File: config.mk
export PLATFORM = sky130hd
export DESIGN_NAME = stepper_ramp_step_generator_unit
export DESIGN_NICKNAME = d
export VERILOG_FILES = /design/src/hdl/srsg_pkg.sv /design/src/hdl/srsg_regs.sv /design/src/hdl/srsg_core.sv /design/src/hdl/stepper_ramp_step_generator_unit.sv
export SDC_FILE = /design/constraint.sdc
export NUM_CORES = 1
export LEC_CHECK = 0
export BUFFER_PORTS_ARGS = -buffer_cell sky130_fd_sc_hd__buf_2
export CORE_UTILIZATION = 30
export CTS_BUF_LIST = sky130_fd_sc_hd__clkbuf_4 sky130_fd_sc_hd__clkbuf_8
export CTS_CLUSTER_SIZE = 10
export DETAILED_ROUTE_END_ITERATION = 7
export PLACE_DENSITY = 0.56
export SYNTH_ARGS = -nofsm -noshare
export SYNTH_HDL_FRONTEND = slang
export SYNTH_HIERARCHICAL = 1
export SYNTH_SLANG_ARGS = --single-unit
File: constraint.sdc
create_clock -name clk -period 6.85 [get_ports clk]
set_clock_uncertainty 0.05 [all_clocks]
set_input_delay 1.37 -clock clk [delete_from_list [all_inputs] [get_ports clk]]
set_output_delay 1.37 -clock clk [all_outputs]
set_load 0.1 [all_outputs]
File: src/hdl/srsg_pkg.sv
package srsg_pkg;

	localparam int PITCHES_PER_REV = 16;
	localparam int POSITION_BITS   = 12;
	localparam int REV_W           = 8 + $clog2(PITCHES_PER_REV + 1);
	localparam int CMP_W           = (REV_W > POSITION_BITS + 1) ? REV_W : POSITION_BITS + 1;

	localparam logic [2:0] REQ_TICK     = 3'd0;
	localparam logic [2:0] REQ_RELATIVE = 3'd1;
	localparam logic [2:0] REQ_ABSOLUTE = 3'd2;
	localparam logic [2:0] REQ_ABORT    = 3'd3;
	localparam logic [2:0] REQ_SHUTDOWN = 3'd4;
	localparam logic [2:0] REQ_ZERO     = 3'd5;

	localparam logic [1:0] REG_BASE_PERIOD = 2'd0;
	localparam logic [1:0] REG_RAMP_STEPS  = 2'd1;
	localparam logic [1:0] REG_EXTRA_ABS   = 2'd2;
	localparam logic [1:0] REG_PITCH       = 2'd3;

	localparam logic [7:0] RST_BASE_PERIOD = 8'd4;
	localparam logic [5:0] RST_RAMP_STEPS  = 6'd20;
	localparam logic [3:0] RST_EXTRA_ABS   = 4'd2;
	localparam logic [7:0] RST_PITCH       = 8'd255;

	localparam logic [3:0] CW_TABLE [8] = '{4'h5, 4'h1, 4'h9, 4'h8, 4'hA, 4'h2, 4'h6, 4'h4};
	localparam logic [3:0] CCW_TABLE [8] = '{4'h4, 4'h6, 4'h2, 4'hA, 4'h8, 4'h9, 4'h1, 4'h5};

	typedef struct packed {
		logic [2:0]               req_type;
		logic signed [15:0]       move_distance;
		logic [POSITION_BITS-1:0] target_position;
		logic                     take_long_way;
	} cmd_t;

	typedef struct packed {
		logic [3:0]               coil_drive;
		logic                     moving;
		logic                     step_issued;
		logic                     move_finished;
		logic [POSITION_BITS-1:0] current_position;
	} rsp_t;

	typedef struct packed {
		logic [7:0] step_base_period;
		logic [5:0] ramp_steps;
		logic [3:0] extra_abs_steps;
		logic [7:0] pitch_counts;
	} cfg_t;

	function automatic logic [3:0] step_pattern(input logic cw, input logic [2:0] idx);
		step_pattern = cw ? CW_TABLE[idx] : CCW_TABLE[idx];
	endfunction

endpackage

File: src/hdl/srsg_regs.sv
module srsg_regs (
	input  logic              clk,
	input  logic              arst_n,
	input  logic              psel,
	input  logic              penable,
	input  logic              pwrite,
	input  logic [3:0]        paddr,
	input  logic [31:0]       pwdata,
	output logic [31:0]       prdata,
	output logic              pready,
	output srsg_pkg::cfg_t    cfg
);

	srsg_pkg::cfg_t cfg_q;
	logic           wr_en;

	assign pready = 1'b1;
	assign wr_en  = psel & penable & pwrite;
	assign cfg    = cfg_q;

	always_ff @(posedge clk or negedge arst_n) begin
		if (!arst_n) begin
			cfg_q.step_base_period <= srsg_pkg::RST_BASE_PERIOD;
			cfg_q.ramp_steps       <= srsg_pkg::RST_RAMP_STEPS;
			cfg_q.extra_abs_steps  <= srsg_pkg::RST_EXTRA_ABS;
			cfg_q.pitch_counts     <= srsg_pkg::RST_PITCH;
		end else if (wr_en) begin
			case (paddr[3:2])
				srsg_pkg::REG_BASE_PERIOD: cfg_q.step_base_period <= pwdata[7:0];
				srsg_pkg::REG_RAMP_STEPS:  cfg_q.ramp_steps       <= pwdata[5:0];
				srsg_pkg::REG_EXTRA_ABS:   cfg_q.extra_abs_steps  <= pwdata[3:0];
				srsg_pkg::REG_PITCH:       cfg_q.pitch_counts     <= pwdata[7:0];
				default: ;
			endcase
		end
	end

	always_comb begin
		case (paddr[3:2])
			srsg_pkg::REG_BASE_PERIOD: prdata = {24'd0, cfg_q.step_base_period};
			srsg_pkg::REG_RAMP_STEPS:  prdata = {26'd0, cfg_q.ramp_steps};
			srsg_pkg::REG_EXTRA_ABS:   prdata = {28'd0, cfg_q.extra_abs_steps};
			srsg_pkg::REG_PITCH:       prdata = {24'd0, cfg_q.pitch_counts};
			default:                   prdata = 32'd0;
		endcase
	end

endmodule

File: src/hdl/srsg_core.sv
module srsg_core (
	input  logic           clk,
	input  logic           arst_n,
	input  logic           en,
	input  srsg_pkg::cmd_t cmd,
	input  srsg_pkg::cfg_t cfg,
	output srsg_pkg::rsp_t rsp
);

	localparam int PW = srsg_pkg::POSITION_BITS;
	localparam int CW = srsg_pkg::CMP_W;

	logic [7:0]    tick_q, tick_d;
	logic [2:0]    phase_q, phase_d;
	logic          run_q, run_d;
	logic          cw_q, cw_d;
	logic          abs_q, abs_d;
	logic [15:0]   done_q, done_d;
	logic [15:0]   total_q, total_d;
	logic [7:0]    level_q, level_d;
	logic [PW-1:0] pos_q, pos_d;
	logic [3:0]    coil_q, coil_d;
	logic          stepped, finished;

	logic [CW-1:0]      rev;
	logic signed [9:0]  interval;
	logic [7:0]         ival;
	logic [7:0]         tick_inc;
	logic [15:0]        done_inc;
	logic signed [PW:0] diff;
	logic [PW-1:0]      mag;
	logic [CW-1:0]      path;
	logic [16:0]        abs_total;
	logic [15:0]        rel_total;
	logic [16:0]        start_total;
	logic               start_cw;
	logic               start;

	assign rev = CW'(cfg.pitch_counts * srsg_pkg::PITCHES_PER_REV);

	always_comb begin
		interval = $signed({2'b00, cfg.step_base_period}) + $signed({4'b0000, cfg.ramp_steps})
			- $signed({2'b00, level_q});
		if (interval < 10'sd1)
			ival = 8'd1;
		else if (interval > 10'sd255)
			ival = 8'd255;
		else
			ival = interval[7:0];
		tick_inc = tick_q + 8'd1;
		done_inc = done_q + 16'd1;

		diff = $signed({1'b0, cmd.target_position}) - $signed({1'b0, pos_q});
		mag  = diff[PW] ? PW'(-diff) : diff[PW-1:0];
		if (!cmd.take_long_way)
			path = CW'(mag);
		else if (rev > CW'(mag))
			path = rev - CW'(mag);
		else
			path = '0;
		abs_total = 17'(path) + {13'd0, cfg.extra_abs_steps};
		rel_total = cmd.move_distance[15] ? 16'(-cmd.move_distance) : cmd.move_distance;
	end

	always_comb begin
		tick_d   = tick_q;
		phase_d  = phase_q;
		run_d    = run_q;
		cw_d     = cw_q;
		abs_d    = abs_q;
		done_d   = done_q;
		total_d  = total_q;
		level_d  = level_q;
		pos_d    = pos_q;
		coil_d   = coil_q;
		stepped  = 1'b0;
		finished = 1'b0;
		start       = 1'b0;
		start_total = '0;
		start_cw    = 1'b0;

		case (cmd.req_type)
			srsg_pkg::REQ_TICK: begin
				if (run_q) begin
					tick_d = tick_inc;
					if (tick_inc >= ival) begin
						tick_d  = 8'd0;
						coil_d  = srsg_pkg::step_pattern(cw_q, phase_q);
						phase_d = phase_q + 3'd1;
						done_d  = done_inc;
						stepped = 1'b1;
						if (abs_q && done_inc > {12'd0, cfg.extra_abs_steps}) begin
							if (cw_q)
								pos_d = (CW'(pos_q) + CW'(1) >= rev) ? '0 : pos_q + PW'(1);
							else
								pos_d = (pos_q == '0) ? PW'(rev - CW'(1)) : pos_q - PW'(1);
						end
						if (done_inc == total_q) begin
							run_d    = 1'b0;
							finished = 1'b1;
						end
						if (done_inc <= {10'd0, cfg.ramp_steps}) begin
							if (level_q != 8'hFF)
								level_d = level_q + 8'd1;
						end else if (total_q >= done_inc &&
							(total_q - done_inc) <= {10'd0, cfg.ramp_steps}) begin
							if (level_q != 8'd0)
								level_d = level_q - 8'd1;
						end
					end
				end
			end
			srsg_pkg::REQ_RELATIVE: begin
				abs_d       = 1'b0;
				start       = 1'b1;
				start_total = {1'b0, rel_total};
				start_cw    = ~cmd.move_distance[15];
			end
			srsg_pkg::REQ_ABSOLUTE: begin
				abs_d = 1'b1;
				if (diff == '0) begin
					run_d    = 1'b0;
					finished = 1'b1;
				end else begin
					start       = 1'b1;
					start_total = abs_total;
					start_cw    = ~diff[PW] ^ cmd.take_long_way;
				end
			end
			srsg_pkg::REQ_ABORT: begin
				run_d   = 1'b0;
				phase_d = 3'd0;
				tick_d  = 8'd0;
			end
			srsg_pkg::REQ_SHUTDOWN: begin
				run_d   = 1'b0;
				phase_d = 3'd0;
				tick_d  = 8'd0;
				coil_d  = 4'd0;
			end
			srsg_pkg::REQ_ZERO: begin
				pos_d = '0;
			end
			default: ;
		endcase

		if (start) begin
			if (start_total == '0) begin
				run_d    = 1'b0;
				finished = 1'b1;
			end else begin
				total_d = start_total[15:0];
				cw_d    = start_cw;
				done_d  = 16'd0;
				level_d = 8'd0;
				phase_d = 3'd0;
				tick_d  = 8'd0;
				run_d   = 1'b1;
			end
		end
	end

	always_ff @(posedge clk or negedge arst_n) begin
		if (!arst_n) begin
			tick_q  <= '0;
			phase_q <= '0;
			run_q   <= 1'b0;
			cw_q    <= 1'b0;
			abs_q   <= 1'b0;
			done_q  <= '0;
			total_q <= '0;
			level_q <= '0;
			pos_q   <= '0;
			coil_q  <= '0;
		end else if (en) begin
			tick_q  <= tick_d;
			phase_q <= phase_d;
			run_q   <= run_d;
			cw_q    <= cw_d;
			abs_q   <= abs_d;
			done_q  <= done_d;
			total_q <= total_d;
			level_q <= level_d;
			pos_q   <= pos_d;
			coil_q  <= coil_d;
		end
	end

	assign rsp.coil_drive       = coil_d;
	assign rsp.moving           = run_d;
	assign rsp.step_issued      = stepped;
	assign rsp.move_finished    = finished;
	assign rsp.current_position = pos_d;

endmodule

File: src/hdl/stepper_ramp_step_generator_unit.sv
// Stepper move generator, half-step drive with trapezoidal ramp.
// cmd channel (valid/ready): one tick or command per transfer; each transfer
// yields exactly one transfer on the rsp channel with coil pattern, moving,
// step and finish flags and the tracked position, in order.
// A cmd accepted into the cmd register has its result registered into the
// rsp register, which drives rsp_valid. Throughput: one cmd per clock while
// rsp_ready is high; the move state updates together with the rsp register.
// When rsp_ready is low, the rsp register holds its transfer and one more cmd
// is taken into the input stage; cmd_ready then drops until the rsp register
// drains.
// Configuration through the APB port: base period at 0x0, ramp steps at 0x4,
// extra absolute steps at 0x8, pitch counts at 0xC; write only while idle.
// Reset (arst_n low) stops any move, clears position, coils and pipeline,
// and loads the register defaults 4, 20, 2 and 255.
module stepper_ramp_step_generator_unit (
	input  logic           clk,
	input  logic           arst_n,
	input  logic           cmd_valid,
	output logic           cmd_ready,
	input  srsg_pkg::cmd_t cmd,
	output logic           rsp_valid,
	input  logic           rsp_ready,
	output srsg_pkg::rsp_t rsp,
	input  logic           psel,
	input  logic           penable,
	input  logic           pwrite,
	input  logic [3:0]     paddr,
	input  logic [31:0]    pwdata,
	output logic [31:0]    prdata,
	output logic           pready
);

	srsg_pkg::cfg_t cfg;
	srsg_pkg::cmd_t cmd_s1;
	logic           vld_s1;
	srsg_pkg::rsp_t rsp_nxt;
	srsg_pkg::rsp_t rsp_s2;
	logic           vld_s2;
	logic           adv;

	assign adv       = vld_s1 & (~vld_s2 | rsp_ready);
	assign cmd_ready = ~vld_s1 | adv;
	assign rsp_valid = vld_s2;
	assign rsp       = rsp_s2;

	srsg_regs u_regs (
		.clk     (clk),
		.arst_n  (arst_n),
		.psel    (psel),
		.penable (penable),
		.pwrite  (pwrite),
		.paddr   (paddr),
		.pwdata  (pwdata),
		.prdata  (prdata),
		.pready  (pready),
		.cfg     (cfg)
	);

	srsg_core u_core (
		.clk    (clk),
		.arst_n (arst_n),
		.en     (adv),
		.cmd    (cmd_s1),
		.cfg    (cfg),
		.rsp    (rsp_nxt)
	);

	always_ff @(posedge clk or negedge arst_n) begin
		if (!arst_n) begin
			vld_s1 <= 1'b0;
			vld_s2 <= 1'b0;
		end else begin
			if (cmd_ready)
				vld_s1 <= cmd_valid;
			if (adv)
				vld_s2 <= 1'b1;
			else if (rsp_ready)
				vld_s2 <= 1'b0;
		end
	end

	always_ff @(posedge clk) begin
		if (cmd_valid & cmd_ready)
			cmd_s1 <= cmd;
		if (adv)
			rsp_s2 <= rsp_nxt;
	end

endmodule

==> flow_summary.ini, run 1 <==
[layout]
syn_to_final_growth_pct = 21.7
final_nets = 1906
fillers = 4420
final_util = 0.372
stdcell_count = 2322
drive_gt1_frac = 0.257
stdcell_area_mm2 = 0.0161

[global_routing]
grt_pass1_vias = 11634
grt_max_degree = 53
grt_antenna_before_repair = 1
grt_overflow_total = 0
grt_pass1_wl_mm = 62.7
grt_use_total = 0.179

[power_and_ir_drop]
comb_power_share = 0.734
p_switching_mw = 3.86
power_density_mw_per_mm2 = 489
p_leak_nw = 6.74
total_power_mw = 7.89
peakVddDrop_uv = 181
switching_share = 0.489
internal_power_mw = 4.03
pwr-share-clk = 0.090
seqPwrFrac = 0.176

[routing]
drt_iter0_markers = 988
vias = 12231
routed_wl_mm = 40.4
drtAntennaViolNets = 0
drc = 0
vias_per_cell = 5.27
firstDrtPassIters = 5
routedWlPerCell_um = 17.4

[sta]
hold_viol_final = 0
max-slew-margin-rel = 0.185
setup_slack_ns = -0.0868
period_share = 1.01
tightest_slew_ns = 1.21
finalSetupViolCount = 12
drv_slew = 0
rsz0062_at_grt = true
fin_crit_ns = 6.94
timing.fmax_ghz = 0.144

[yosys]
synth_area_mm2 = 0.0132
syn_inst = 1533
ys_types = 105
yosysWarnings = 6
synth_ff_type = dfrtp_1
synth-seq-cells = 149
yosysSeqAreaShare = 0.302
syn_area_per_cell_um2 = 8.64
synth_edf_count = 51
synthArstFlopShare = 0.658

[critical_path]
crit_top_cell = inv_2
r2r-start = cmd_s1[1]
critical_path.max_fanout = 7
reg2reg_slack_ns = -0.09
worstRegToRegCells = 34
critPathMaxStageDelay_ns = 0.45
path_class = reg -> reg
worst-endpoint-required_ns = 7.20
start_kind = register
crit_slowest_cell = or4_4
r2r_end = u_core/total_q[1]
arrival_ns = 7.29
end_kind = register

[die]
ioPinCount = 129
start_util = 0.306
core_area_mm2 = 0.0434
fp.dieH_um = 212
fp.dieW_um = 212
rows = 76
die_area_mm2 = 0.0450

[placement]
io_buffers = 77
place_area_mm2 = 0.0151
place_inst = 2254
hpwl_mm = 30.7
place_congestion = 0.904
post-place-ws_ns = -0.285

[run]
cap_viol_max_count = 0

[cts]
root_buffer = clkbuf_8
cts.clk_slew.worst_paths_ns = 0.10
tritoncts = done
clock_sinks = 149
ctsHtreeMaxLevel = 4
clock_latency_ns = 0.52
cts_buffer_depth = 2
cts_inserted_buffers = 17

[run_status]
violations = setup timing
status = finished with violations

[worst_hold_path]
hold-path-cell-count = 1
hold_path_class = reg -> reg
min_from = u_core/abs_q
min_to = u_core/abs_q
[per-layer routing]
| layer | part of all wire | GRT usage | up-vias |
|---|---|---|---|
| met3 | 0.041 | 0.0254 | 69 |
| met2 | 0.48 | 0.303 | 300 |
| met4 | 0.030 | 0.0657 | 0 |
| met5 | 0 | 0 | - |
| li1 | - | - | 5994 |
| met1 | 0.45 | 0.229 | 5868 |
[flip-flops by register name (all words and copies together) (netlist names)]
name	flops
cmd_s1	32
rsp	19
rsp_valid	1
u_core/abs_q	1
u_core/coil_q	4
u_core/cw_q	1
u_core/done_q	16
u_core/level_q	8
u_core/phase_q	3
u_core/pos_q	12
u_core/run_q	1
u_core/tick_q	8
u_core/total_q	16
u_regs/cfg	26
vld_s1	1
[timing repair]
item / 4_1_cts / 5_1_grt
cloned: 0 / 1
setup endpoints to repair: 55 / 55
pin swaps: 16 / 60
setup buffers: 11 / 23
endpoints found under the hold margin: 0 / 0
gates resized for setup: 16 / 89
hold buffers: 0 / 0
[cell type report]
| type | count | area (um2) | area share |
|---|---|---|---|
| Clock buffer | 17 | 234 | 0.0145 |
| Clock inverter | 15 | 154 | 0.00954 |
| Multi-Input combinational cell | 1203 | 8870 | 0.550 |
| Timing Repair Buffer | 242 | 1720 | 0.107 |
| Antenna cell | 2 | 5.00 | 0.000310 |
| Tap cell | 585 | 732 | 0.0454 |
| Inverter | 109 | 412 | 0.0255 |
| Sequential cell | 149 | 4000 | 0.248 |
[cell families (layout without fill, tap and decap cells)]
family,count (synthesis),count (layout),share of synthesized area
buffers and inverters,204,383,0.0685
XOR/XNOR,86,86,0.0574
multiplexers,57,57,0.0517
AO/OA/AOI/OAI,462,462,0.231
flip-flops,149,149,0.302
other,2,27,0.000567
adder cells (fa/ha/maj),109,109,0.109
AND/OR/NAND/NOR,464,464,0.180
[how the worst max path moves through the flow]
stage                         start                end  slack [ns]
after global placement    cmd_s1[2]            rsp[14]       -0.18
final                     cmd_s1[1]  u_core/total_q[1]       -0.09
after CTS                 cmd_s1[1]       u_core/run_q        0.01
after detailed placement  cmd_s1[2]  u_core/done_q[11]       -0.28
after floorplan           cmd_s1[1]            rsp[14]       0.003
after global routing      cmd_s1[1]        u_core/cw_q       -0.39
[per-stage QoR]
step / setup TNS (ns) / hold slack (ns)
6_report: -0.440 / 0.451
5_1_grt: -14.82 / 0.493
4_1_cts: 0 / 0.456
3_5_place_dp: -10.09 / 0.433
3_3_place_gp: -5.62 / 0.428
2_1_floorplan: 0 / 0.408
[synthesized netlist by cell type, types with 11 or more instances]
cell | n | area [um2]
nor4_1 | 17 | 106
nand4_1 | 23 | 144
a21oi_1 | 99 | 495
nor2b_1 | 18 | 113
a21o_1 | 39 | 293
ha_1 | 99 | 1240
dfrtp_1 | 86 | 2150
or3_1 | 17 | 106
nand2_1 | 124 | 465
buf_4 | 29 | 218
nor2_1 | 87 | 327
a31oi_1 | 20 | 125
o31ai_1 | 11 | 82.6
dfstp_2 | 12 | 315
mux2_2 | 39 | 439
o21ai_0 | 110 | 551
clkbuf_1 | 53 | 199
a211oi_1 | 17 | 128
xor2_1 | 21 | 184
nand3_1 | 42 | 210
o21bai_1 | 11 | 82.6
nand2b_1 | 19 | 119
and3_1 | 13 | 81.3
edfxtp_1 | 51 | 1530
xnor2_1 | 64 | 561
mux2i_1 | 11 | 110
o21a_1 | 12 | 90.1
inv_1 | 102 | 383
nor3_1 | 47 | 235
o22ai_1 | 36 | 225
[power groups by stage]
| stage | logic, mW | registers [mW] | clock network, mW |
|---|---|---|---|
| after global placement | 5.12 | 1.40 | 0 |
| after global routing | 6.33 | 1.43 | 0.756 |
| after detailed placement | 5.22 | 1.41 | 0 |
| after floorplan | 3.64 | 1.44 | 0 |
| final | 5.79 | 1.39 | 0.710 |
| after CTS | 5.37 | 1.39 | 0.734 |
[cell usage in the layout (no fill, tap or decap), types with 10 or more instances in the layout]
master	count
mux2_2	39
o21a_1	12
nor2b_1	18
a21oi_1	93
nor3_1	46
conb_1	25
o22ai_1	33
nand4_1	23
edfxtp_1	51
xnor2_1	61
nand2_1	120
nand3_1	39
dfstp_2	12
a211oi_1	14
dfrtp_1	86
o211ai_1	10
o21bai_1	11
nand2b_1	19
mux2i_1	11
a31oi_1	19
ha_1	94
or3_1	17
inv_1	97
clkbuf_8	17
xor2_1	20
nor2_1	79
and3_1	13
a21o_1	39
o21ai_0	89
buf_4	152
o21ai_2	19
nor4_1	17
buf_2	76
[critical path: cells and delay by family (launching register included)]
family | cells | cell delay (ns)
buffers and inverters | 8 | 0.78
AND/OR/NAND/NOR | 5 | 0.77
flip-flops | 1 | 0.36
AO/OA/AOI/OAI | 14 | 2.85
adder cells (fa/ha/maj) | 5 | 1.54
XOR/XNOR | 1 | 0.18
multiplexers | 1 | 0.31
No activity file was read; power rests on OpenSTA's default activity.
==> inputs of run 2 (changes only) <==
--- a/config.mk
+++ b/config.mk
@@ -10,7 +10,7 @@
 export CTS_BUF_LIST = sky130_fd_sc_hd__clkbuf_4 sky130_fd_sc_hd__clkbuf_8
 export CTS_CLUSTER_SIZE = 10
 export DETAILED_ROUTE_END_ITERATION = 7
-export PLACE_DENSITY = 0.56
+export PLACE_DENSITY_LB_ADDON = 0.3
 export SYNTH_ARGS = -nofsm -noshare
 export SYNTH_HDL_FRONTEND = slang
 export SYNTH_HIERARCHICAL = 1
==> flow_summary.ini, run 2 (synthesized netlist as in run 1, its figures left out) <==
[run_status]
status = complete, no violations

[layout]
fillers = 4502
drive_gt1_frac = 0.256
stdcell_count = 2319
final_nets = 1904
final_util = 0.372
syn_to_final_growth_pct = 21.8
mostFrequentLayoutCells = buf_4 (154), nand2_1 (122), inv_1 (97)
layout_commonest_cell = buf_4
largest_reg_flops = 32
top_register = cmd_s1

[routing]
routedWlPerCell_um = 17.5
vias_per_cell = 5.29
firstDrtPassIters = 6
vias = 12274
drt_iter0_markers = 966
drc = 0
routed_wl_mm = 40.5
drtAntennaViolNets = 0

[cts]
root_buffer = clkbuf_8
cts.clk_slew.worst_paths_ns = 0.09
tritoncts = done
clock_latency_ns = 0.51
clock_sinks = 149
cts_inserted_buffers = 17
ctsHtreeMaxLevel = 4
cts_buffer_depth = 2

[sta]
tightest_slew_ns = 1.32
fin_crit_ns = 6.85
period_share = 1.00
timing.fmax_ghz = 0.146
max-slew-margin-rel = 0.113
finalSetupViolCount = 0
drv_slew = 0
rsz0062_at_grt = true
hold_ws_ns = 0.465
hold_viol_final = 0

[critical_path]
critical_path.max_fanout = 6
path_buf_inv = 8
path_class = reg -> reg
end_kind = register
cp_top_family = simple AND/OR/NAND/NOR gates
arrival_ns = 7.18
crit_slowest_cell = or4_4
crit_top_cell = buf_4
start_kind = register
critPathMaxStageDelay_ns = 0.56
worst-endpoint-required_ns = 7.18

[die]
start_util = 0.306
ioPinCount = 129
rows = 76
fp.dieW_um = 212
core_area_mm2 = 0.0434
die_area_mm2 = 0.0450
fp.dieH_um = 212

[global_routing]
grt_pass1_wl_mm = 63.7
grt_pass1_vias = 11896
grt_max_degree = 51
grt_overflow_total = 0
grt_use_total = 0.181
grt_antenna_before_repair = 1

[worst_hold_path]
hold_path_class = reg -> reg

[power_and_ir_drop]
internal_power_mw = 4.07
seqPwrFrac = 0.177
p_switching_mw = 3.84
power_density_mw_per_mm2 = 490
p_leak_nw = 6.77
switching_share = 0.486
pwr-share-clk = 0.090
comb_power_share = 0.734
peakVddDrop_uv = 204

[placement]
place_congestion = 0.934
io_buffers = 77
place_inst = 2266
hpwl_mm = 31.0

[run]
cap_viol_max_count = 0
==> run 2: final timing paths <==
path | end | slack, ns | cells after the start | start
worst max-delay path | u_core/total_q[12] | 0.003 | 33 | cmd_s1[1]
worst min-delay path | u_core/abs_q | 0.47 | 1 | u_core/abs_q
worst max register to register | u_core/total_q[12] | 0.003 | 33 | cmd_s1[1]
worst min register to register | u_core/abs_q | 0.47 | 1 | u_core/abs_q
max in group asynchronous | u_core/total_q[13] | 4.72 | 2 | arst_n
min in group asynchronous | u_core/coil_q[0] | 0.86 | 1 | arst_n
==> run 2: per-stage QoR <==
step | setup WS [ns] | TNS, ns | total power [mW] | cell area [um2]
global route | -0.272 | -9.76 | 8.55 | 16100
floorplan | 0.00255 | 0 | 5.08 | 13500
CTS | 0.00478 | 0 | 7.60 | 15800
global placement | -0.156 | -5.29 | 6.61 | 15200
finish | 0.00336 | 0 | 7.91 | 16100
detailed placement | -0.268 | -10.78 | 6.69 | 15200
==> run 2: power groups by stage <==
stage	sequential [mW]	clock, mW	combinational [mW]
CTS	1.39	0.732	5.48
global route	1.43	0.761	6.35
detailed placement	1.41	0	5.29
global placement	1.40	0	5.21
floorplan	1.44	0	3.64
finish	1.40	0.709	5.81
==> run 2: routing by layer <==
layer  wire, um  part of all wire  global-route usage  vias up
li1           -                 -                   -     5976
met1      18300              0.45               0.234     5936
met2      19200              0.48               0.302      299
met3       1670             0.041              0.0254       63
met4       1300             0.032              0.0747        0
met5          0                 0                   0        -
==> run 2: cell type report <==
class | instances | area (um2) | area share
diodes | 1 | 2.50 | 0.000155
inverters | 109 | 412 | 0.0255
multi-input cells | 1203 | 8900 | 0.551
clock buffers | 19 | 249 | 0.0154
repair buffers | 240 | 1710 | 0.106
well taps | 585 | 732 | 0.0453
flip-flops and latches | 149 | 4000 | 0.248
clock inverters | 13 | 134 | 0.00829
==> run 2: timing repair <==
action	CTS	global route
pin swaps	35	37
cloned	1	1
gates resized for setup	25	85
setup endpoints to repair	55	56
hold buffers	0	0
setup buffers	12	13
==> inputs of run 3 (changes only) <==
--- a/config.mk
+++ b/config.mk
@@ -5,12 +5,14 @@
 export SDC_FILE = /design/constraint.sdc
 export NUM_CORES = 1
 export LEC_CHECK = 0
+export ABC_AREA = 1
 export BUFFER_PORTS_ARGS = -buffer_cell sky130_fd_sc_hd__buf_2
 export CORE_UTILIZATION = 30
 export CTS_BUF_LIST = sky130_fd_sc_hd__clkbuf_4 sky130_fd_sc_hd__clkbuf_8
 export CTS_CLUSTER_SIZE = 10
 export DETAILED_ROUTE_END_ITERATION = 7
 export PLACE_DENSITY_LB_ADDON = 0.3
+export RECOVER_POWER = 100
 export SYNTH_ARGS = -nofsm -noshare
 export SYNTH_HDL_FRONTEND = slang
 export SYNTH_HIERARCHICAL = 1
==> flow_summary.ini, run 3 <==
[cts]
cts_buffer_depth = 2
postCtsHoldBufs = 0
cts.clk_slew.worst_paths_ns = 0.11
clock_latency_ns = 0.50
tritoncts = done
clock_sinks = 149
root_buffer = clkbuf_8
ctsHtreeMaxLevel = 4
cts_inserted_buffers = 17

[routing]
vias_per_cell = 4.86
drt_iter0_markers = 786
met3_length_mm = 1.46
routed_wl_mm = 38.9
drc = 0
drtAntennaViolNets = 0
vias = 12586
firstDrtPassIters = 6
routedWlPerCell_um = 15.0
drt-met1-wl_mm = 18.8
wl_met2_mm = 18.1
routed.top_layer = met4

[sta]
tightest_slew_ns = 2.33
drv_slew = 134
finalSetupViolCount = 0
period_share = 0.932
timing.fmax_ghz = 0.157
setup_tns_ns = 0
setup_slack_ns = 0.468
max-slew-margin-rel = -0.554
fin_crit_ns = 6.38
hold_viol_final = 0

[die]
ioPinCount = 129
die_area_mm2 = 0.0454
rows = 76
start_util = 0.307
core_area_mm2 = 0.0436
fp.dieH_um = 213
fp.dieW_um = 213

[layout]
syn_to_final_growth_pct = 11.0
multi_input_area_mm2 = 0.00813
stdcell_area_mm2 = 0.0148
layout_commonest_cell = nand2_1
top_register = cmd_s1
mostFrequentLayoutCells = nand2_1 (528), inv_1 (244), nand3_1 (143)
regArea_mm2 = 0.00400
fillers = 4819
final_nets = 2174
largest_reg_flops = 32
drive_gt1_frac = 0.104
n_antenna_cell = 0

[critical_path]
crit_slowest_cell = dfrtp_1
critPathMaxStageDelay_ns = 0.44
start_kind = register
end_kind = register
worst-endpoint-required_ns = 7.14
arrival_ns = 6.67
critical_path.max_fanout = 28
crit_top_cell = inv_1
reg2reg_slack_ns = 0.47
path_class = reg -> reg

[yosys]
netlist_top_cells_area = dfrtp_1 (16%), nand2_1 (15%), edfxtp_1 (11%)
yosysWarnings = 6
synth_area_mm2 = 0.0134
ys_types = 61
synthMostInstantiatedCell = nand2_1
syn_inst = 1900
synth_ff_type = dfrtp_1
synth_top_area_frac = 0.161
synthArstFlopShare = 0.658
synth-seq-cells = 149
synth_edf_count = 51
yosysTopAreaCell = dfrtp_1
syn_area_per_cell_um2 = 7.04
synthTopCellsByCount = nand2_1 (526), inv_1 (242), nand3_1 (141), nor2_1 (127), o21ai_0 (117)
yosysSeqAreaShare = 0.299

[power_and_ir_drop]
p_leak_nw = 7.17
peakVddDrop_uv = 146
power_density_mw_per_mm2 = 325

[global_routing]
grt_pass1_vias = 11914
grt_antenna_before_repair = 0
grt_use_total = 0.176
grt_overflow_total = 0
grt_max_degree = 88
grt_pass1_wl_mm = 62.5

[run_status]
violations = capacitance limit, slew limit
status = finished with violations

[worst_hold_path]
hold_path_class = reg -> reg

[placement]
hpwl_mm = 30.5
place_congestion = 0.898
place_area_mm2 = 0.0145
post-place-ws_ns = 0.231
io_buffers = 77

[run]
cap_viol_max_count = 3
run 3: power breakdown:
| part | switching, mW | internal (mW) | total (mW) |
|---|---|---|---|
| clock network | 0.422 | 0.266 | 0.687 |
| registers | 0.143 | 1.04 | 1.19 |
| logic | 1.96 | 0.987 | 2.95 |
| total | 2.52 | 2.30 | 4.82 |
run 3: through the flow:
stage | util | hold WS (ns) | total power [mW] | std cells
2_1_floorplan | - | 0.392 | 3.36 | 1923
3_3_place_gp | 0.332 | 0.414 | 4.05 | 2556
3_5_place_dp | 0.332 | 0.421 | 4.08 | 2556
4_1_cts | 0.341 | 0.443 | 4.80 | 2588
5_1_grt | 0.341 | 0.461 | 5.27 | 2588
6_report | 0.341 | 0.441 | 4.82 | 2588
run 3: worst max-delay path: cells and delay by family (launching register included):
kind / cells / cell delay (ns)
AND/OR/NAND/NOR: 22 / 2.45
adder cells (fa/ha/maj): 6 / 1.71
buffers and inverters: 9 / 0.93
flip-flops: 1 / 0.44
AO/OA/AOI/OAI: 3 / 0.42
XOR/XNOR: 1 / 0.18
run 3: layer usage:
layer | vias up | global-route usage
met5 | - | 0
met4 | 0 | 0.0463
met3 | 31 | 0.0221
met2 | 261 | 0.292
met1 | 5913 | 0.240
li1 | 6381 | -
run 3: cells by family after synthesis:
family                   Yosys count  synth area share
AND/OR/NAND/NOR                  945             0.313
adder cells (fa/ha/maj)          109             0.108
XOR/XNOR                          75            0.0491
AO/OA/AOI/OAI                    298             0.127
buffers and inverters            322             0.104
other                              2          0.000562
flip-flops                       149             0.299
run 3: cell type report:
| cell class | instances | area share |
|---|---|---|
| Clock buffer | 17 | 0.0158 |
| Sequential cell | 149 | 0.269 |
| Multi-Input combinational cell | 1452 | 0.548 |
| Tap cell | 585 | 0.0493 |
| Inverter | 257 | 0.0653 |
| Clock inverter | 15 | 0.00944 |
| Timing Repair Buffer | 113 | 0.0425 |
run 3: worst paths after layout:
path                            startpoint           endpoint  cells after the start
max reg2reg                u_core/pos_q[0]            rsp[12]                     41
min reg2reg                 u_regs/cfg[16]     u_regs/cfg[16]                      2
max in group asynchronous           arst_n     u_regs/cfg[11]                      2
min                         u_regs/cfg[16]     u_regs/cfg[16]                      2
max                        u_core/pos_q[0]            rsp[12]                     41
min in group asynchronous           arst_n  u_core/done_q[15]                      1
run 3: what timing repair did:
action | 4_1_cts | 5_1_grt
setup endpoints to repair | 0 | 63
setup buffers | 0 | 0
gates resized for setup | 0 | 15
